<file path="src/sv/stack_with_value_removal_core_assert.svh">
// Assertion macros used by the stack controller.
`ifndef STACK_WITH_VALUE_REMOVAL_CORE_ASSERT_SVH
`define STACK_WITH_VALUE_REMOVAL_CORE_ASSERT_SVH

`ifndef SYNTHESIS
// Property that must hold at every clock edge out of reset.
`define SWR_ASSERT(label, prop, msg) \
  label: assert property (@(posedge clk_i) disable iff (!rst_ni) (prop)) else $error(msg);
// Condition in one cycle implies a condition in the next cycle.
`define SWR_ASSERT_NEXT(label, pre, post, msg) \
  label: assert property (@(posedge clk_i) disable iff (!rst_ni) (pre) |=> (post)) \
    else $error(msg);
`else
`define SWR_ASSERT(label, prop, msg)
`define SWR_ASSERT_NEXT(label, pre, post, msg)
`endif

`endif

</file>
<file path="src/sv/swr_pkg.sv">
`timescale 1ns / 1ps

package swr_pkg;

  typedef logic signed [31:0] word_t;

  // Operation codes carried by the operation field.
  typedef enum logic [1:0] {
    OP_PUSH   = 2'd0,
    OP_POP    = 2'd1,
    OP_REMOVE = 2'd2,
    OP_NONE   = 2'd3
  } op_e;

  // Status codes returned with each result.
  typedef enum logic [1:0] {
    ST_OK        = 2'd0,
    ST_FULL      = 2'd1,
    ST_EMPTY     = 2'd2,
    ST_NOT_FOUND = 2'd3
  } status_e;

  // Command broadcast from the controller to every cell.
  typedef struct packed {
    logic push;     // take the word of the cell above
    logic pop;      // take the word of the cell below
    logic cmp;      // register the compare against the search key
    logic collapse; // cells at or below the first hit take the word below
  } cell_cmd_t;

  // What the cell row reports back to the controller.
  typedef struct packed {
    word_t top_word_nxt;
    logic  top_occ_nxt;
    logic  full;
    logic  empty;
    logic  hit_any;
  } row_stat_t;

endpackage

</file>
<file path="src/sv/swr_ctrl.sv">
`timescale 1ns / 1ps
`include "stack_with_value_removal_core_assert.svh"

module swr_ctrl #(
  parameter int DEPTH = 64
) (
  input  logic               clk_i,
  input  logic               rst_ni,
  input  logic               in_valid_i,
  output logic               in_stall_o,
  input  logic [1:0]         operation_i,
  output swr_pkg::cell_cmd_t cmd_o,
  input  swr_pkg::row_stat_t stat_i,
  output logic               out_valid_o,
  input  logic               out_stall_i,
  output swr_pkg::word_t     top_value_o,
  output logic               top_valid_o,
  output logic [6:0]         entry_count_o,
  output logic [1:0]         status_o
);
  import swr_pkg::*;

  localparam int CW = $clog2(DEPTH + 1);
  localparam logic [CW-1:0] DepthCnt = CW'(DEPTH);

  typedef enum logic {
    S_IDLE,
    S_COLLAPSE
  } state_e;

  state_e        state_q;
  logic [CW-1:0] count_q, count_d;
  logic          out_valid_q;
  word_t         top_value_q;
  logic          top_valid_q;
  logic [6:0]    entry_count_q;
  status_e       status_q, status_d;
  logic          in_accept;
  logic          finish;
  logic [CW+6:0] count_ext;

  // Accept only between searches and when the output register frees up.
  assign in_stall_o = (state_q != S_IDLE) || (out_valid_q && out_stall_i);
  assign in_accept  = in_valid_i && !in_stall_o;

  // Command to the cells and the resulting count and status.
  always_comb begin
    cmd_o    = '0;
    count_d  = count_q;
    status_d = ST_OK;
    finish   = 1'b0;
    if (state_q == S_COLLAPSE) begin
      finish = 1'b1;
      if (stat_i.hit_any) begin
        cmd_o.collapse = 1'b1;
        count_d        = count_q - CW'(1);
      end else begin
        status_d = ST_NOT_FOUND;
      end
    end else if (in_accept) begin
      finish = 1'b1;
      case (op_e'(operation_i))
        OP_PUSH: begin
          if (stat_i.full) begin
            status_d = ST_FULL;
          end else begin
            cmd_o.push = 1'b1;
            count_d    = count_q + CW'(1);
          end
        end
        OP_POP: begin
          if (stat_i.empty) begin
            status_d = ST_EMPTY;
          end else begin
            cmd_o.pop = 1'b1;
            count_d   = count_q - CW'(1);
          end
        end
        OP_REMOVE: begin
          cmd_o.cmp = 1'b1;
          finish    = 1'b0;
        end
        default: begin
          status_d = ST_OK;
        end
      endcase
    end
  end

  // Count reported in seven bits.
  assign count_ext = {7'd0, count_d};

  // State, count and the output register.
  always_ff @(posedge clk_i or negedge rst_ni) begin
    if (!rst_ni) begin
      state_q       <= S_IDLE;
      count_q       <= '0;
      out_valid_q   <= 1'b0;
      top_value_q   <= '0;
      top_valid_q   <= 1'b0;
      entry_count_q <= '0;
      status_q      <= ST_OK;
    end else begin
      count_q <= count_d;
      if (cmd_o.cmp) begin
        state_q <= S_COLLAPSE;
      end else begin
        state_q <= S_IDLE;
      end
      if (finish) begin
        out_valid_q   <= 1'b1;
        top_value_q   <= stat_i.top_occ_nxt ? stat_i.top_word_nxt : '0;
        top_valid_q   <= stat_i.top_occ_nxt;
        entry_count_q <= count_ext[6:0];
        status_q      <= status_d;
      end else if (out_valid_q && !out_stall_i) begin
        out_valid_q <= 1'b0;
      end
    end
  end

  assign out_valid_o   = out_valid_q;
  assign top_value_o   = top_value_q;
  assign top_valid_o   = top_valid_q;
  assign entry_count_o = entry_count_q;
  assign status_o      = status_q;

  `SWR_ASSERT(a_count_bound, count_q <= DepthCnt, "word count exceeds the depth")
  `SWR_ASSERT(a_count_tracks_top, (count_q != '0) == !stat_i.empty, "count disagrees with cells")
  `SWR_ASSERT(a_collapse_out_free, (state_q != S_COLLAPSE) || !out_valid_q, "output busy in collapse")
  `SWR_ASSERT_NEXT(a_search_collapses, cmd_o.cmp, state_q == S_COLLAPSE, "search without collapse")
  `SWR_ASSERT_NEXT(a_finish_result, finish, out_valid_q, "finished beat not presented")

endmodule

</file>
<file path="config.mk">
export PLATFORM = sky130hd
export DESIGN_NAME = swr_ctrl
export DESIGN_NICKNAME = d
export VERILOG_FILES = /design/src/sv/swr_pkg.sv /design/src/sv/swr_ctrl.sv
export VERILOG_INCLUDE_DIRS = /design/src /design/src/sv
export SDC_FILE = /design/constraint.sdc
export NUM_CORES = 1
export LEC_CHECK = 0
export ABC_AREA = 0
export BUFFER_PORTS_ARGS = -buffer_cell sky130_fd_sc_hd__buf_2
export CAP_MARGIN = 30
export CORE_UTILIZATION = 40
export DETAILED_ROUTE_END_ITERATION = 8
export PLACE_DENSITY = 0.71
export SLEW_MARGIN = 10
export SYNTH_ARGS = -nofsm -noshare
export SYNTH_HDL_FRONTEND = slang
export SYNTH_SLANG_ARGS = --single-unit
</file>
<file path="constraint.sdc">
create_clock -name clk_i -period 2.6 [get_ports clk_i]
set_input_delay 0.13 -clock clk_i [delete_from_list [all_inputs] [get_ports clk_i]]
set_output_delay 0.13 -clock clk_i [all_outputs]
set_load 0.005 [all_outputs]
</file>
Yosys cells after proc, flatten, opt, wreduce, memory -nomap -nowiden. Cells that the tools add are included.

Shift-type cells: 0. Bitwise logic cells: 0. Multiply operators: 0. Magnitude comparators: 0. Add/subtract/negate cells: 2. Eq/ne operators: 2. Reduce and logical (&&, ||, !) cells: 8. Div/mod/pow operators: 0. Muxes and demuxes: 28.

Operator list (number): 7-bit 2-to-1 mux (5); 32-bit 2-to-1 mux (1); 1-bit 2-to-1 mux (14); 7-bit one-hot mux with 2 select lines (1); 2-bit 2-to-1 mux (4); 7-bit by 1-bit adder with 7-bit output, second input constant (1); 7-bit by 1-bit subtractor with 7-bit output, second input constant (1); 3-bit 2-to-1 mux (2); 2-bit one-hot mux with 2 select lines (1); 1-bit logical AND (3); 2-bit by 1-bit equality test with 1-bit output, second input constant (1); 2-bit equality test, second input constant (1); 1-bit zero test (2); 2-bit zero test (1); 2-bit nonzero test (1); 1-bit logical OR (1).

ROM bits: 0. Bits in latches: 0. Word-level logic and storage cells: 47. Memories kept: 0. Bits of input ports: 42. Register bits after elaboration: 51. Output and inout port bits: 48. Bits in writable memories: 0.

Logic depth before layout (Yosys ltp). Gate-level depths: netlist of the first run.

Depth in word-level cells: 7. Depth in mapped cells: 7. Depth with buffers taken out: 7.

Worst setup path before layout of the first run. OpenSTA, ideal clock, no wires.

Kind: register -> register. Start point: register state_q. End point: register entry_count_q[1] (netlist: entry_count_o[1]). Stages on the path, launching flop included: 8. Buffers on the path: 1. Required time: 2475 ps. Path slack: 660 ps. Period minus slack after synthesis: 1940 ps. Arrival time: 1815 ps. Cells stage by stage: dfrtp_1 buf_6 a21oi_4 inv_2 a2111oi_4 a21oi_2 a221o_1 mux2_4.

Longest elaborated chain between the ends: 5.

RTL lines: from (decl) (RTL line swr_ctrl.sv:31) `state_e state_q;`; from (signal assigned) (RTL line swr_ctrl.sv:96) `state_q <= S_IDLE;`; from (signal assigned) (RTL line swr_ctrl.sv:106) `state_q <= S_COLLAPSE;`; from (signal assigned) (RTL line swr_ctrl.sv:108) `state_q <= S_IDLE;`; 1-bit logical OR (RTL line swr_ctrl.sv:43) `assign in_stall_o = (state_q != S_IDLE) || (out_valid_q && out_stall_i);`; named net in_stall_o (RTL line swr_ctrl.sv:10) `output logic in_stall_o,`; 1-bit zero test (RTL line swr_ctrl.sv:44) `assign in_accept = in_valid_i && !in_stall_o;`; 1-bit logical AND (RTL line swr_ctrl.sv:44); 7-bit 2-to-1 mux (RTL line swr_ctrl.sv:60) `end else if (in_accept) begin`; 7-bit 2-to-1 mux (RTL line swr_ctrl.sv:52) `if (state_q == S_COLLAPSE) begin`; named net count_d[1] (RTL line swr_ctrl.sv:32) `logic [CW-1:0] count_q, count_d;`; to (signal assigned) (RTL line swr_ctrl.sv:114) `entry_count_q <= count_ext[6:0];`; to (decl) (RTL line swr_ctrl.sv:36) `logic [6:0] entry_count_q;`.

The timed path passes the listed nets, and every way through them passes these cells. A chain may end at the register's enable or synchronous reset.

Final worst setup path of the first run.
Start point: register state_q. End point: register entry_count_q[1] (netlist: entry_count_o[1]).

Longest elaborated chain between the ends: 5.

RTL lines (RTL line): 1-bit logical OR (swr_ctrl.sv:43); 1-bit zero test (swr_ctrl.sv:44); 1-bit logical AND (swr_ctrl.sv:44); 7-bit 2-to-1 mux (swr_ctrl.sv:60); 7-bit 2-to-1 mux * (swr_ctrl.sv:52); named net count_d[1] (swr_ctrl.sv:32).

Mark *: on every way through the listed nets, which the timed path passes. The rest lies on a longest branch.

==> flow_summary.ini, run 1 <==
[run_status]
outcome = complete, no violations

[synth]
ys.flop_type = dfrtp_1
synth_edf_count = 0
yosysSeqAreaShare = 0.5154
synth_nets = 313
yosysWarnings = 0
synth_area_leaders = dfrtp_1, nand2_1, o21ai_0, clkbuf_1, nand3b_1
synth_top_area_cell = dfrtp_1
synth.most_common_cell = nand2_1
synthesis.area_um2 = 2476
ys_top_cells_by_count = nand2_1, dfrtp_1, o21ai_0
synth_top_cell_area_share = 0.5154
synthCells = 269
ys_ff_latch = 51
yosysUniqueCellTypes = 44
syn_area_per_cell_um2 = 9.205
async_reset_ff_frac = 1.000

[worst_setup_path]
cp.arrival_ns = 2.41
cp-end-kind = register
crit_type = reg -> reg
worst_r2r_path_depth = 6
cp-start-kind = register
cp_data_required_time_ns = 2.79
path_max_fanout = 10

[hold_path]
whs_path_depth = 3
min_path_type = in -> reg

[detailed_routing]
drt_iter0_drc = 125
first_pass_iters = 4
vias_per_cell = 5.143
antenna_left = 0
drcViolationCount = 0
wl_mm = 5.850
vias = 2191
met1_length_mm = 2.559
maxUsedRoutingLayer = met4
met3WireLength_um = 456
wl_per_cell_um = 13.73
wl_met2_mm = 2.746

[placed_design]
dp_slack_ns = 0.3899
dp_hpwl_mm = 4.154
io_buffers = 89
gp_congestion = 0.9026

[timing]
slew_violations = 0
fin_tns_setup_ns = 0
rsz0062_at_grt = false
hold_violations = 0
fin_ws_ns = 0.3807
finalSetupViolCount = 0
fin_crit_ns = 2.219
max_freq_ghz = 0.4506
period_share = 0.8536
max_slew_margin = 0.6262
clock_skew_ns = 0.007262
worst_pin_slew_ns = 0.5582

[floorplan]
die_w_um = 80.68
core-area_um2 = 5956
io-pin-count = 90
std_cell_rows = 28
die_h_um = 80.68
dieArea_um2 = 6509
start_util = 0.4158

[cts]
h-tree-depth = 2
cts_resized = 0
cts_tree = yes
clk_latency_ns = 0.30
cts_made_buffers = 5
clk_path_buf_depth = 2
cts-root-buf = clkbuf_8
cts.sinks = 51
clk_pin_slew_ns = 0.10

[cells_and_area]
nNetsFinal = 394
nFillCells = 582
drive_gt1_frac = 0.3134
syn_to_final_growth_pct = 25.32
diodes = 0

[grt]
overflow = 0
grt.total_usage = 0.1958
grt_max_degree = 47
grt_pass1_wl_mm = 9.804
antenna_found_initial = 0
grt_pass1_vias = 2077

[run]
drv_cap = 0

[pwr]
p_leak_nw = 1.556
peakVddDrop_mv = 0.3962
cellPowerDensity_nw_per_um2 = 769.0
## report_power, final
group          internal, W  total, W  switching (W)
sequential        0.000968   0.00113       0.000166
combinational     0.000319  0.000657       0.000338
clock             0.000317  0.000596       0.000279
## metal layers
layer | GRT usage | vias to the layer above
met3 | 0.05568 | 11
li1 | - | 1085
met2 | 0.3076 | 90
met4 | 0.06429 | 0
met1 | 0.2579 | 1005
met5 | 0 | -
## placed cells by master, fill, tap and decap left out, drive strengths merged, types with 3 or more instances in the layout
cell,n
inv,9
buf,92
xor2,3
clkbuf,6
a22oi,4
mux2,4
mux2i,3
a31oi,3
nor3b,3
o21ai,39
xnor2,3
a21oi,7
nand3,5
nor4,3
nor2,6
nand3b,5
nor3,3
nand2,73
dfrtp,51
## critical path: stages, from the launching register on
cell,delay [ns]
dfrtp_1,0.53
a21oi_4,0.23
inv_2,0.09
a2111oi_4,0.48
a21oi_2,0.13
a221o_1,0.39
mux2_4,0.26
## stage by stage
step | hold WS, ns | power [W] | cells | instance area [um2] | utilization
after floorplan | -0.1656 | 0.001531 | 269 | 2476 | -
after global placement | 0.1024 | 0.001785 | 417 | 2972 | 0.4990
after detailed placement | 0.1136 | 0.001810 | 417 | 2972 | 0.4990
after CTS | 0.04886 | 0.002417 | 426 | 3103 | 0.5210
after global routing | 0.04802 | 0.002558 | 426 | 3103 | 0.5210
final | 0.05085 | 0.002386 | 426 | 3103 | 0.5210
## layout make-up
type,count,area [um2],area share
flip-flops and latches,51,1276,0.4113
multi-input cells,191,1104,0.3556
repair buffers,93,478.0,0.1540
well taps,75,93.84,0.03024
clock buffers,6,82.58,0.02661
clock inverters,2,38.79,0.01250
inverters,8,30.03,0.009677
## final timing paths
path                                 start               end  slack (ns)
setup reg to reg                   state_q  entry_count_o[1]        0.38
max in group asynchronous           rst_ni       top_valid_o        1.51
setup / recovery                   state_q  entry_count_o[1]        0.38
hold / removal                  stat_i[12]    top_value_o[8]        0.05
min in group asynchronous           rst_ni  entry_count_o[4]        0.30
hold reg to reg            top_value_o[28]   top_value_o[28]        0.48
## cell families (layout without fill, tap and decap cells)
group	Yosys count	in the layout	share of synthesized area
buffers and inverters	27	109	0.04497
AO/OA/AOI/OAI	67	67	0.1728
XOR/XNOR	6	6	0.02123
multiplexers	7	7	0.03183
flip-flops	51	51	0.5154
AND/OR/NAND/NOR	109	109	0.2036
adder cells (fa/ha/maj)	2	2	0.01010
## state kept, by name, summed over array words and instances, names as in the netlist
register / count
state_q: 1
status_o: 2
top_value_o: 32
entry_count_o: 7
out_valid_o: 1
top_valid_o: 1
count_q: 7
## timing repair
| item | 4_1_cts | 5_1_grt |
|---|---|---|
| hold buffers | 1 | 0 |
| endpoints found under the hold margin | 19 | 0 |
| buffers inserted | 0 | 0 |
No activity file was read; power rests on OpenSTA's default activity.
==> run 2, diff against run 1 <==
Settings changed: CORE_UTILIZATION 40 to 49, PLACE_DENSITY 0.71 to 0.83.
==> flow_summary.ini, run 2 (synthesis results as in run 1) <==
[pwr]
peakVddDrop_mv = 0.3631
cellPowerDensity_nw_per_um2 = 758.8
p_leak_nw = 1.555

[cts]
cts_made_buffers = 5
clk_path_buf_depth = 2
cts-root-buf = clkbuf_8
cts.sinks = 51
cts_setup_buffers = 0
cts_tree = yes
clk_pin_slew_ns = 0.10
clk_latency_ns = 0.31
h-tree-depth = 2

[floorplan]
die_h_um = 73.09
dieArea_um2 = 5341
core-area_um2 = 4786
io-pin-count = 90
start_util = 0.5174
std_cell_rows = 25
die_w_um = 73.09

[worst_setup_path]
cp.arrival_ns = 2.38
path_max_fanout = 10
cp-end-kind = register
crit_type = reg -> reg
cp_data_required_time_ns = 2.79
cp-start-kind = register

[detailed_routing]
vias_per_cell = 5.234
antenna_left = 0
vias = 2193
wl_mm = 5.517
drt_iter0_drc = 123
first_pass_iters = 4
drcViolationCount = 0
wl_per_cell_um = 13.17

[cells_and_area]
design_area_um2 = 3090
layout_commonest_cell = buf_2
drive_gt1_frac = 0.3125
largest_register_ffs = 32
nNetsFinal = 395
final_util = 0.6458
diodes = 0
layout_common_cells = buf_2, nand2_1, dfrtp_1
nFillCells = 407
syn_to_final_growth_pct = 24.81

[timing]
clock_skew_ns = 0.007435
rsz0062_at_grt = false
slew_violations = 0
fin_crit_ns = 2.194
fin_tns_setup_ns = 0
period_share = 0.8438
max_freq_ghz = 0.4558
hold_violations = 0
finalSetupViolCount = 0
worst_pin_slew_ns = 0.6382
max_slew_margin = 0.5745

[run_status]
outcome = complete, no violations

[placed_design]
gp_congestion = 0.9354
place_area_um2 = 2969
io_buffers = 89
dp_hpwl_mm = 3.943

[grt]
grt.total_usage = 0.2237
grt_pass1_vias = 2051
grt_pass1_wl_mm = 9.128
overflow = 0
grt_max_degree = 52
antenna_found_initial = 0

[run]
drv_cap = 0

[hold_path]
min_path_type = in -> reg
run 2: changes by cell type in the layout (fill, tap and decap cells not counted), sizes merged:
cell  previous run  this run
buf             92        93
run 2: final timing paths:
check                                start               end  slack [ns]  cells past startpoint
max                                state_q  entry_count_o[1]        0.41                      6
min in group asynchronous           rst_ni        count_q[2]        0.46                      3
max in group asynchronous           rst_ni  entry_count_o[0]        1.71                      3
min reg2reg                top_value_o[25]   top_value_o[25]        0.48                      2
min                             stat_i[14]   top_value_o[10]        0.06                      3
max reg2reg                        state_q  entry_count_o[1]        0.41                      6
run 2: metal layers:
| metal | up-vias | routed length [um] | global-route usage |
|---|---|---|---|
| li1 | 1090 | - | - |
| met1 | 1017 | 2442 | 0.2789 |
| met5 | - | 0 | 0 |
| met2 | 78 | 2645 | 0.3745 |
| met3 | 8 | 346 | 0.05801 |
| met4 | 0 | 82 | 0.08061 |
run 2: critical path, stage by stage, from the launching register on:
cell	delay, ns
dfrtp_1	0.53
a21oi_4	0.23
inv_2	0.09
a2111oi_4	0.47
a21oi_2	0.13
a221o_1	0.38
mux2_4	0.26
run 2: report_power, final:
part,switching (W),internal (W)
Clock,0.000269,0.000291
Sequential,0.000162,0.000968
Combinational,0.000334,0.000322
Total,0.000765,0.00158
run 2: metrics by stage:
| step | power (W) | hold WS [ns] | worst slack (ns) | cells |
|---|---|---|---|---|
| 2_1_floorplan | 0.001531 | -0.1656 | 0.6596 | 269 |
| 3_3_place_gp | 0.001779 | 0.2771 | 0.5237 | 410 |
| 3_5_place_dp | 0.001799 | 0.2922 | 0.4360 | 410 |
| 4_1_cts | 0.002367 | 0.05419 | 0.4329 | 419 |
| 5_1_grt | 0.002513 | 0.05331 | 0.2005 | 419 |
| 6_report | 0.002345 | 0.05718 | 0.4062 | 419 |
run 2: what timing repair did:
| item | 4_1_cts | 5_1_grt |
|---|---|---|
| hold endpoints to repair | 51 | 0 |
| resized for setup | 0 | 0 |
| hold buffers | 1 | 0 |
run 2: area by class of cell:
class | instances | area, um2 | area share
tap | 67 | 83.83 | 0.02713
multi-input combinational | 191 | 1104 | 0.3571
sequential | 51 | 1276 | 0.4130
clock inverter | 2 | 38.79 | 0.01255
clock buffer | 6 | 72.57 | 0.02348
timing repair buffer | 94 | 485.5 | 0.1571
inverter | 8 | 30.03 | 0.009717
