## config.mk

```make
export PLATFORM = sky130hd
export DESIGN_NAME = swr_cell
export DESIGN_NICKNAME = d
export VERILOG_FILES = /design/src/sv/stack_with_value_removal_core_assert.svh /design/src/sv/swr_pkg.sv /design/src/sv/swr_cell.sv
export SDC_FILE = /design/constraint.sdc
export NUM_CORES = 1
export LEC_CHECK = 0
export BUFFER_PORTS_ARGS = -buffer_cell sky130_fd_sc_hd__buf_2
export CAP_MARGIN = 20
export CORE_MARGIN = 1.5
export CORE_UTILIZATION = 36
export DETAILED_ROUTE_END_ITERATION = 6
export PLACE_DENSITY = 0.85
export SYNTH_ARGS = -nofsm -noshare
export SYNTH_HDL_FRONTEND = slang
export SYNTH_SLANG_ARGS = --single-unit
```

## constraint.sdc

```tcl
create_clock -name clk_i -period 2.03 [get_ports clk_i]
set_input_delay 0.1015 -clock clk_i [delete_from_list [all_inputs] [get_ports clk_i]]
set_output_delay 0.1015 -clock clk_i [all_outputs]
set_load 0.03 [all_outputs]
```

## src/sv/stack_with_value_removal_core_assert.svh

```systemverilog
// Assertion macros used by the stack controller.
`ifndef STACK_WITH_VALUE_REMOVAL_CORE_ASSERT_SVH
`define STACK_WITH_VALUE_REMOVAL_CORE_ASSERT_SVH

`ifndef SYNTHESIS
// Property that must hold at every clock edge out of reset.
`define SWR_ASSERT(label, prop, msg) \
  label: assert property (@(posedge clk_i) disable iff (!rst_ni) (prop)) else $error(msg);
// Condition in one cycle implies a condition in the next cycle.
`define SWR_ASSERT_NEXT(label, pre, post, msg) \
  label: assert property (@(posedge clk_i) disable iff (!rst_ni) (pre) |=> (post)) \
    else $error(msg);
`else
`define SWR_ASSERT(label, prop, msg)
`define SWR_ASSERT_NEXT(label, pre, post, msg)
`endif

`endif

```

## src/sv/swr_pkg.sv

```systemverilog
`timescale 1ns / 1ps

package swr_pkg;

  typedef logic signed [31:0] word_t;

  // Operation codes carried by the operation field.
  typedef enum logic [1:0] {
    OP_PUSH   = 2'd0,
    OP_POP    = 2'd1,
    OP_REMOVE = 2'd2,
    OP_NONE   = 2'd3
  } op_e;

  // Status codes returned with each result.
  typedef enum logic [1:0] {
    ST_OK        = 2'd0,
    ST_FULL      = 2'd1,
    ST_EMPTY     = 2'd2,
    ST_NOT_FOUND = 2'd3
  } status_e;

  // Command broadcast from the controller to every cell.
  typedef struct packed {
    logic push;     // take the word of the cell above
    logic pop;      // take the word of the cell below
    logic cmp;      // register the compare against the search key
    logic collapse; // cells at or below the first hit take the word below
  } cell_cmd_t;

  // What the cell row reports back to the controller.
  typedef struct packed {
    word_t top_word_nxt;
    logic  top_occ_nxt;
    logic  full;
    logic  empty;
    logic  hit_any;
  } row_stat_t;

endpackage

```

## src/sv/swr_cell.sv

```systemverilog
`timescale 1ns / 1ps

module swr_cell (
  input  logic              clk_i,
  input  logic              rst_ni,
  input  swr_pkg::cell_cmd_t cmd_i,
  input  swr_pkg::word_t    key_i,
  input  swr_pkg::word_t    up_word_i,
  input  logic              up_occ_i,
  input  swr_pkg::word_t    dn_word_i,
  input  logic              dn_occ_i,
  input  logic              hit_i,
  output swr_pkg::word_t    word_o,
  output logic              occ_o,
  output swr_pkg::word_t    word_nxt_o,
  output logic              occ_nxt_o,
  output logic              hit_o
);
  import swr_pkg::*;

  word_t word_q, word_d;
  logic  occ_q, occ_d;
  logic  hit_q, hit_d;

  // A hit here or in any cell nearer the top.
  assign hit_o = hit_i | hit_q;

  // Next word and occupancy: shift toward or away from the top, or hold.
  always_comb begin
    word_d = word_q;
    occ_d  = occ_q;
    if (cmd_i.push) begin
      word_d = up_word_i;
      occ_d  = up_occ_i;
    end else if (cmd_i.pop || (cmd_i.collapse && hit_o)) begin
      word_d = dn_word_i;
      occ_d  = dn_occ_i;
    end
  end

  // Compare result is kept for the collapse cycle that follows.
  assign hit_d = cmd_i.cmp ? (occ_q && (word_q == key_i)) : hit_q;

  assign word_o     = word_q;
  assign occ_o      = occ_q;
  assign word_nxt_o = word_d;
  assign occ_nxt_o  = occ_d;

  // Word and hit flag are payload; only occupancy is reset.
  always_ff @(posedge clk_i) begin
    word_q <= word_d;
    hit_q  <= hit_d;
  end

  always_ff @(posedge clk_i or negedge rst_ni) begin
    if (!rst_ni) begin
      occ_q <= 1'b0;
    end else begin
      occ_q <= occ_d;
    end
  end

endmodule

```

---- After elaboration in Yosys (flattened, before gate mapping) ----
Index checks and enable logic that the tools add are counted.
word-level totals
  logic and storage cells ................. 12
  flip-flop bits (word level) ............. 34
operators by class
  muxes and demuxes ....................... 4
  reductions and logical operators ........ 3
  eq/ne operators ......................... 1
  bitwise operators ....................... 1
operator list
  cell               number
  $mux 32            2
  $eq 32x32->1       1
  $logic_and 1x1->1  2
  $mux 1             2
  $logic_or 1x1->1   1
  $or 1x1->1         1

---- Depth between registers and ports, before layout ----
Gate-level depths: netlist (run 1).
  depth after elaboration ................. 5
  gate-level depth with buffers ........... 5
  gate-level depth less buffers ........... 4

---- Least setup slack after synthesis (run 1) ----
Ideal clock, no wire load.
  path type ............................... register -> register
  start ................................... reg hit_q
  end ..................................... reg occ_q (netlist: occ_o)
  data arrival time ....................... 1,799 ps
  stages on the path, launching flop included .. 5
  path buffers ............................ 0
  slack ................................... 24 ps
  library setup time ...................... 207 ps
  data required time ...................... 1,823 ps
  cell sequence ........................... edfxtp_1 or2_4 a21oi_4 mux2i_1 o21ai_0
on the way
  cells in the longest elaborated chain, start to end .. 5
RTL lines
  what                    line            RTL
  from (decl)             swr_cell.sv:23  logic hit_q, hit_d;
  from (signal assigned)  swr_cell.sv:52  hit_q <= hit_d;
  $or 1x1->1              swr_cell.sv:26  assign hit_o = hit_i | hit_q;
  via hit_o               swr_cell.sv:17  output logic hit_o
  $logic_and 1x1->1       swr_cell.sv:35  end else if (cmd_i.pop || (cmd_i.collapse && hit_o)) begin
  $logic_or 1x1->1        swr_cell.sv:35
  $mux 1                  swr_cell.sv:35
  $mux 1                  swr_cell.sv:32  if (cmd_i.push) begin
  via occ_nxt_o           swr_cell.sv:16  output logic occ_nxt_o,
  to (signal assigned)    swr_cell.sv:57  occ_q <= 1'b0;
  to (signal assigned)    swr_cell.sv:59  occ_q <= occ_d;
  to (decl)               swr_cell.sv:22  logic occ_q, occ_d;
The timed path passes the listed nets, and every way through them passes these cells.
A chain may end at the register's enable or synchronous reset.

---- Worst setup path in the final report (run 1) ----
  start ................................... reg hit_q
  end ..................................... out occ_nxt_o
on the way
  cells in the longest elaborated chain, start to end .. 5
RTL lines
  what               line
  $or 1x1->1         swr_cell.sv:26
  $logic_and 1x1->1  swr_cell.sv:35
  $logic_or 1x1->1   swr_cell.sv:35
  $mux 1             swr_cell.sv:35
  $mux 1             swr_cell.sv:32
  to (decl)          swr_cell.sv:16
Every way passes these cells.

==> impl_metrics.json, run 1 <==
{
  "wl_mm": 6.19,
  "busiest_layer": "met2",
  "yosys_warnings": 0,
  "wire_per_inst_um": 14.3,
  "drt-vias-per-instance": 4.58,
  "cap_violations": 0,
  "yosysUniqueCellTypes": 18,
  "drt_pass1_iterations": 4,
  "grtUsageMet2": 0.362,
  "final_area_um2": 2910,
  "synth_seq_cells": 34,
  "slew_headroom": 0.627,
  "final_antenna_net_count": 0,
  "grt_max_degree": 37,
  "p_leak_nw": 1.53,
  "met3_usage": 0.0677,
  "reg2reg_slack_ns": 0.43,
  "cts.clk_slew.worst_paths_ns": 0.06,
  "drt_iter0_drc": 42,
  "layout_min_cycle_time_ns": 1.98,
  "netlist_area_um2": 1770,
  "hpwl_mm": 4.48,
  "cts_sinks": 34,
  "grt_pass1_wl_mm": 8.35,
  "synth-compound-area-share": 0.105,
  "crit_path_start_kind": "flop",
  "cts_tree": "yes",
  "drv_slew": 0,
  "layout-drive-gt1-share": 0.515,
  "end_kind": "primary output",
  "start_util": 0.374,
  "diodes": 0,
  "timing.fmax_mhz": 506,
  "setup-tns-final_ns": 0,
  "coreArea_um2": 4720,
  "yosys.area_share.simple": 0.115,
  "grt_pass1_vias": 1795,
  "synth-xor-area-share": 0.159,
  "synthesis.nets": 294,
  "synth_mux_area_frac": 0.187,
  "finalSetupViolations": 0,
  "crit_fanout": 8,
  "syn_avg_cell_area_um2": 9.34,
  "skew_ns": 0.00428,
  "grt_overflow": 0,
  "synth_top_family_by_area": "multiplexers",
  "cts_buffers": 5,
  "boundaryPins": 172,
  "max-vdd-ir-drop_v": 0.000444,
  "power.total_w": 0.00206,
  "areaGrowthSynthToFinish_pct": 64.9,
  "grt_usage": 0.205,
  "hold_viol_final": 0,
  "hold_path.class": "in -> reg",
  "die_h_um": 73.0,
  "cts_buffer_depth": 2,
  "antenna_found_initial": 0,
  "drc": 0,
  "synthAdderAreaFrac": 0,
  "outcome": "finished clean",
  "fin_crit_sh": 0.974,
  "detailroute.via_count": 1989,
  "die_area_um2": 5330,
  "rsz0062_at_grt": "true",
  "critical_path_arrival_ns": 1.88,
  "crit_required_ns": 1.93,
  "yosysSeqAreaShare": 0.394,
  "crit_type": "reg -> out",
  "dpl_cell_area_um2": 2670,
  "powerDensity_nw_per_um2": 709,
  "routabilityCongestion": 0.790,
  "rows": 25,
  "clkLatencyLatePin_ns": 0.28,
  "fin_nets": 472,
  "htreeDepth": 2,
  "worstMarginPinSlew_ns": 0.559,
  "use_met1": 0.241,
  "dieWidth_um": 73.0,
  "portBuffers": 171,
  "clock_tree.root_cell": "clkbuf_8",
  "synthesis.instances": 189
}
## layer usage
layer,vias up,routed length [µm]
li1,1007,-
met1,892,2560
met2,86,3200
met3,4,401
met4,0,29
met5,-,0
## kinds of logic (layout without fill, tap and decap cells)
group / count (synthesis) / in the layout
flops: 34 / 34
simple gates: 46 / 46
mux: 33 / 33
buf+inv: 10 / 188
xor+xnor: 32 / 32
compound gates: 34 / 34
## area by class of cell
| type | instances | area, µm² |
|---|---|---|
| repair buffers | 181 | 1050 |
| well taps | 67 | 83.8 |
| clock buffers | 7 | 76.3 |
| flip-flops and latches | 34 | 696 |
| multi-input cells | 145 | 1010 |
| fillers | 403 | 1810 |
## synthesized netlist by cell type
| cell type | count | area share |
|---|---|---|
| mux2i_1 | 33 | 0.19 |
| nand2_1 | 33 | 0.070 |
| dfxtp_1 | 32 | 0.36 |
| xor2_1 | 31 | 0.15 |
| o21ai_1 | 29 | 0.082 |
| clkbuf_1 | 7 | 0.015 |
| nor4_1 | 7 | 0.025 |
| buf_8 | 3 | 0.026 |
| o21ai_0 | 3 | 0.0085 |
| nand3_1 | 2 | 0.0057 |
| nor3_1 | 2 | 0.0057 |
| a21oi_4 | 1 | 0.0092 |
| dfrtp_1 | 1 | 0.014 |
| edfxtp_1 | 1 | 0.017 |
| nand4_1 | 1 | 0.0035 |
| o21ai_2 | 1 | 0.0050 |
| or2_4 | 1 | 0.0050 |
| xnor2_1 | 1 | 0.0050 |
## stage by stage
step                      worst slack [ns]  hold WS [ns]  std cells   util
final                               0.0528        0.0391        434  0.616
after global routing              -0.00439        0.0344        434  0.616
after CTS                          0.00579       0.00689        427  0.585
after detailed placement             0.273        -0.121        419  0.566
after global placement               0.391        -0.124        419  0.566
after floorplan                     0.0244        -0.194        189      -
## power breakdown
group | switching, W | leakage, nW | internal [W]
logic | 0.000486 | 1.20 | 0.000307
registers | 0.0000621 | 0.292 | 0.000736
clock network | 0.000236 | 0.0383 | 0.000236
total | 0.000784 | 1.53 | 0.00128
## worst max-delay path, stage by stage, from the launching register on
cell and delay [ns]:
edfxtp_1 0.36, or2_4 0.25, a21oi_4 0.14, buf_12 0.14, clkbuf_16 0.17, mux2i_1 0.21
o21ai_1 0.10, buf_4 0.20
## cells in the final DEF (no fill, tap or decap), types with 2 or more instances in the layout
cell type / Yosys / routed
nand3_1: 2 / 2
dlygate4sd3_1: 0 / 2
clkbuf_16: 0 / 3
buf_12: 0 / 3
mux2i_2: 0 / 2
dfxtp_1: 32 / 32
xor2_1: 31 / 31
clkbuf_8: 0 / 5
buf_2: 0 / 163
o21ai_1: 29 / 31
nor3_1: 2 / 2
clkbuf_1: 7 / 2
buf_4: 0 / 9
nand2_1: 33 / 33
nor4_1: 7 / 7
mux2i_1: 33 / 31
## state kept, by name (all words and copies together) (netlist names)
name / cells
word_o: 32
occ_o: 1
hit_q: 1
## repair_timing
action,in CTS,in global routing
hold buffers,1,1
cloned,0,4
pin swaps,0,2
gates resized for setup,2,15
buffers inserted,0,2
endpoints found under the hold margin,1,1
setup endpoints to repair,1,33
## final timing paths
kind / from / to / cells past startpoint
min in group asynchronous: rst_ni / occ_o$_DFF_PN0_ / 2
worst max-delay path: hit_q$_DFFE_PP_ / occ_nxt_o / 7
worst min register to register: word_o[28]$_DFF_P_ / word_o[28]$_DFF_P_ / 2
worst max register to register: hit_q$_DFFE_PP_ / word_o[18]$_DFF_P_ / 7
max in group asynchronous: rst_ni / occ_o$_DFF_PN0_ / 2
worst min-delay path: up_word_i[15] / word_o[15]$_DFF_P_ / 3
(Power assumes the default switching activity.)
==> run 2, diff against run 1 <==
--- a/config.mk
+++ b/config.mk
@@ -10,7 +10,7 @@
 export CORE_MARGIN = 1.5
 export CORE_UTILIZATION = 36
 export DETAILED_ROUTE_END_ITERATION = 6
-export PLACE_DENSITY = 0.85
+export PLACE_DENSITY = 0.83
 export SYNTH_ARGS = -nofsm -noshare
 export SYNTH_HDL_FRONTEND = slang
 export SYNTH_SLANG_ARGS = --single-unit
==> impl_metrics.json, run 2 (synthesized netlist as in run 1, its figures left out) <==
{
  "die_area_um2": 5330,
  "crit_path_start_kind": "flop",
  "holdPathStages": 1,
  "antenna_found_initial": 0,
  "hold_path_end": "hit_q$_DFFE_PP_",
  "finalSetupViolations": 0,
  "areaGrowthSynthToFinish_pct": 65.6,
  "rows": 25,
  "htreeDepth": 2,
  "cap_violations": 0,
  "powerDensity_nw_per_um2": 741,
  "drv_slew": 0,
  "cts_sinks": 34,
  "drt_iter0_drc": 89,
  "layout-drive-gt1-share": 0.518,
  "start_util": 0.374,
  "final_common_cell": "buf_2",
  "outcome": "finished clean",
  "grt_pass1_wl_mm": 8.16,
  "clkLatencyLatePin_ns": 0.28,
  "post-place-ws_ns": 0.319,
  "hold_viol_final": 0,
  "cts_tree": "yes",
  "placedCellCount": 419,
  "grt_usage": 0.202,
  "wl_mm": 6.22,
  "layout.cells.non_filler": 434,
  "fin_nets": 471,
  "diodes": 0,
  "layout_min_cycle_time_ns": 1.95,
  "grt_max_degree": 41,
  "fin_crit_sh": 0.961,
  "dieWidth_um": 73.0,
  "drt_pass1_iterations": 4,
  "detailroute.via_count": 2027,
  "wire_per_inst_um": 14.3,
  "timing.rr.end": "word_o[18]$_DFF_P_",
  "hp-start": "cmd_i[1]",
  "p_leak_nw": 1.54,
  "crit_fanout": 8,
  "timing.fmax_mhz": 513,
  "final.setup.worst_slack_ns": 0.0801,
  "coreArea_um2": 4720,
  "cts_buffer_depth": 2,
  "drc": 0,
  "die_h_um": 73.0,
  "largest_reg_flops": 32,
  "grt_overflow": 0,
  "hpwl_mm": 4.61,
  "cts_buffers": 5,
  "slew_headroom": 0.669,
  "final_cell_mix": "buf_2, mux2i_1, nand2_1, dfxtp_1, xor2_1",
  "critical_path_arrival_ns": 1.85,
  "grt_pass1_vias": 1811,
  "final_antenna_net_count": 0,
  "max-vdd-ir-drop_v": 0.000378,
  "clock_tree.root_cell": "clkbuf_8",
  "crit_type": "reg -> out",
  "setup-tns-final_ns": 0,
  "hold_path.class": "in -> reg",
  "worstMarginPinSlew_ns": 0.496,
  "reg2reg_from": "hit_q$_DFFE_PP_",
  "drt-vias-per-instance": 4.67,
  "rsz0062_at_grt": "false",
  "skew_ns": 0.00328,
  "power.total_w": 0.00217,
  "routabilityCongestion": 0.841,
  "crit_required_ns": 1.93,
  "hold_slack_ns": 0.0197,
  "boundaryPins": 172,
  "cts.clk_slew.worst_paths_ns": 0.07,
  "reg2reg_slack_ns": 0.42,
  "end_kind": "primary output",
  "worstRegToRegCells": 7,
  "portBuffers": 171
}
## run 2: layout make-up
type,count,area [µm²]
clock buffer,8,110
fill,396,1800
sequential,34,696
multi-input combinational,145,998
timing repair buffer,180,1030
tap,67,83.8
## run 2: worst max-delay path by stage
stage / from / slack (ns) / to
after floorplan: hit_q$_DFFE_PP_ / 0.02 / occ_o$_DFF_PN0_
after global placement: hit_q$_DFFE_PP_ / 0.37 / occ_nxt_o
after detailed placement: hit_q$_DFFE_PP_ / 0.32 / occ_nxt_o
after CTS: hit_q$_DFFE_PP_ / 0.0009 / occ_nxt_o
after global routing: hit_q$_DFFE_PP_ / 0.005 / word_nxt_o[6]
final: hit_q$_DFFE_PP_ / 0.08 / word_nxt_o[28]
## run 2: timing repair
action                                  CTS  global route
resized for setup                         0            11
hold endpoints to repair                  1             0
hold buffers                              1             0
setup buffers                             0             2
endpoints found under the setup margin    0            33
## run 2: critical path, stage by stage, from the launching register on
cell and delay [ns]:
edfxtp_1 0.37, or2_4 0.25, a21oi_4 0.14, buf_12 0.14
buf_6 0.17, mux2i_1 0.20, o21ai_1 0.08, buf_2 0.20
## run 2: stage by stage
| stage | cell area, µm² | utilization |
|---|---|---|
| CTS | 2790 | 0.592 |
| finish | 2920 | 0.619 |
| detailed placement | 2670 | 0.566 |
| global route | 2920 | 0.619 |
| floorplan | 1770 | - |
| global placement | 2670 | 0.566 |
## run 2: report_power, final
part           leakage, nW  switching (W)  internal, W
Sequential           0.292      0.0000603     0.000736
Clock               0.0575       0.000242     0.000343
Combinational         1.19       0.000485     0.000301
Total                 1.54       0.000787      0.00138
## run 2: layer usage
metal / GRT usage / up-vias / wire length [µm]
met3: 0.0552 / 6 / 485
met4: 0.0713 / 0 / 77
met2: 0.357 / 107 / 3070
li1: - / 1012 / -
met5: 0 / - / 0
met1: 0.232 / 902 / 2590
==> run 3, diff against run 2 <==
--- a/config.mk
+++ b/config.mk
@@ -7,6 +7,7 @@
 export LEC_CHECK = 0
 export BUFFER_PORTS_ARGS = -buffer_cell sky130_fd_sc_hd__buf_2
 export CAP_MARGIN = 20
+export CORE_ASPECT_RATIO = 0.5
 export CORE_MARGIN = 1.5
 export CORE_UTILIZATION = 36
 export DETAILED_ROUTE_END_ITERATION = 6
==> impl_metrics.json, run 3 (synthesized netlist as in run 1, its figures left out) <==
{
  "setup-tns-final_ns": 0,
  "fin_nets": 472,
  "start_util": 0.388,
  "grt_pass1_vias": 1981,
  "final.setup.worst_slack_ns": 0.0742,
  "clock_tree.root_cell": "clkbuf_8",
  "power_switching_w": 0.000793,
  "layout_min_cycle_time_ns": 1.96,
  "grt_pass1_wl_mm": 9.25,
  "cts_buffers": 5,
  "busiest_layer": "met2",
  "diodes": 0,
  "regArea_um2": 696,
  "die_area_um2": 5360,
  "cts_tree": "yes",
  "crit_required_ns": 1.93,
  "dieWidth_um": 102,
  "skew_ns": 0.00472,
  "switching_share": 0.376,
  "multiInputGateArea_um2": 1010,
  "fillCellCount": 412,
  "layout.cells.non_filler": 434,
  "cts_sinks": 34,
  "post-place-ws_ns": 0.253,
  "p_seq_frac": 0.380,
  "worstMarginPinSlew_ns": 0.659,
  "use_met1": 0.265,
  "fin_crit_sh": 0.963,
  "hold_viol_final": 0,
  "placedCellCount": 419,
  "coreArea_um2": 4550,
  "crit_path_start_kind": "flop",
  "rows": 17,
  "drt-vias-per-instance": 4.77,
  "finalSetupViolations": 0,
  "comb_power_share": 0.378,
  "final_antenna_net_count": 0,
  "final_cell_mix": "buf_2, nand2_1, mux2i_1, dfxtp_1",
  "grt_max_degree": 39,
  "end_kind": "primary output",
  "p_leak_nw": 1.54,
  "max-vdd-ir-drop_v": 0.000363,
  "portBuffers": 171,
  "detailroute.via_count": 2070,
  "drc": 0,
  "clkLatencyLatePin_ns": 0.28,
  "internal-power_w": 0.00132,
  "crit_fanout": 9,
  "drt_pass1_iterations": 4,
  "grt_overflow": 0,
  "met3_usage": 0.0733,
  "outcome": "finished clean",
  "timing.fmax_mhz": 511,
  "final_common_cell": "buf_2",
  "boundaryPins": 172,
  "wire_per_inst_um": 15.0,
  "drt_iter0_drc": 64,
  "largest_reg_flops": 32,
  "cap_violations": 0,
  "cts_buffer_depth": 2,
  "wl_mm": 6.50,
  "p_clk_frac": 0.242,
  "antenna_found_initial": 0,
  "final_util": 0.642,
  "layout-drive-gt1-share": 0.516,
  "power.total_w": 0.00211,
  "htreeDepth": 2,
  "hold_path.class": "in -> reg",
  "routabilityCongestion": 0.976,
  "powerDensity_nw_per_um2": 722,
  "drv_slew": 0,
  "critical_path_arrival_ns": 1.85,
  "slew_headroom": 0.561,
  "crit_type": "reg -> out",
  "cts.clk_slew.worst_paths_ns": 0.06,
  "grt_usage": 0.229,
  "areaGrowthSynthToFinish_pct": 65.6,
  "die_h_um": 52.5,
  "hpwl_mm": 5.13,
  "grtUsageMet2": 0.403
}
[run 3: changes by cell type in the layout (fill, tap and decap cells not counted), sizes merged]
cell,change
buf,+2
clkinv,+1
dlygate4sd3,+1
clkbuf,-3
[run 3: final timing paths]
check / start / endpoint / slack (ns) / cells past startpoint
setup / recovery: hit_q$_DFFE_PP_ / word_nxt_o[21] / 0.07 / 7
hold / removal: up_word_i[15] / word_o[15]$_DFF_P_ / 0.05 / 3
setup reg to reg: hit_q$_DFFE_PP_ / word_o[28]$_DFF_P_ / 0.42 / 7
hold reg to reg: word_o[23]$_DFF_P_ / word_o[23]$_DFF_P_ / 0.59 / 2
max in group asynchronous: rst_ni / occ_o$_DFF_PN0_ / 1.79 / 2
min in group asynchronous: rst_ni / occ_o$_DFF_PN0_ / 0.16 / 2
[run 3: critical path, stage by stage (launching register included)]
cell,delay [ns]
edfxtp_1,0.35
or2_4,0.24
a21oi_4,0.14
buf_12,0.14
buf_12,0.14
mux2i_1,0.23
o21ai_1,0.11
buf_4,0.21
[run 3: final cells by class]
| class | count | area share |
|---|---|---|
| multi-input cells | 145 | 0.346 |
| flip-flops and latches | 34 | 0.238 |
| repair buffers | 181 | 0.357 |
| clock buffers | 7 | 0.0295 |
| clock inverters | 1 | 0.00171 |
| well taps | 66 | 0.0282 |
[run 3: per-layer routing]
layer	up-vias	share of wire
li1	1013	-
met1	966	0.40
met2	77	0.53
met3	14	0.052
met4	0	0.020
met5	-	0
[run 3: through the flow]
stage               hold slack (ns)  instance area [µm²]
CTS                          0.0114                 2790
global placement             -0.124                 2680
finish                       0.0453                 2920
floorplan                    -0.194                 1770
global route                 0.0348                 2920
detailed placement           -0.123                 2680
[run 3: timing repair]
action,in CTS,in global routing
gates cloned,0,2
gates resized for setup,1,21
endpoints found under the hold margin,1,1
setup buffers,0,3
hold buffers,1,1
pin swaps,0,2
setup endpoints to repair,17,20
[run 3: power by group through the flow]
| stage | clock, W | combinational, W | sequential (W) |
|---|---|---|---|
| after floorplan | 0 | 0.000347 | 0.000930 |
| after global placement | 0 | 0.000730 | 0.000813 |
| after detailed placement | 0 | 0.000744 | 0.000816 |
| after CTS | 0.000523 | 0.000749 | 0.000802 |
| after global routing | 0.000560 | 0.000847 | 0.000810 |
| final | 0.000510 | 0.000798 | 0.000803 |
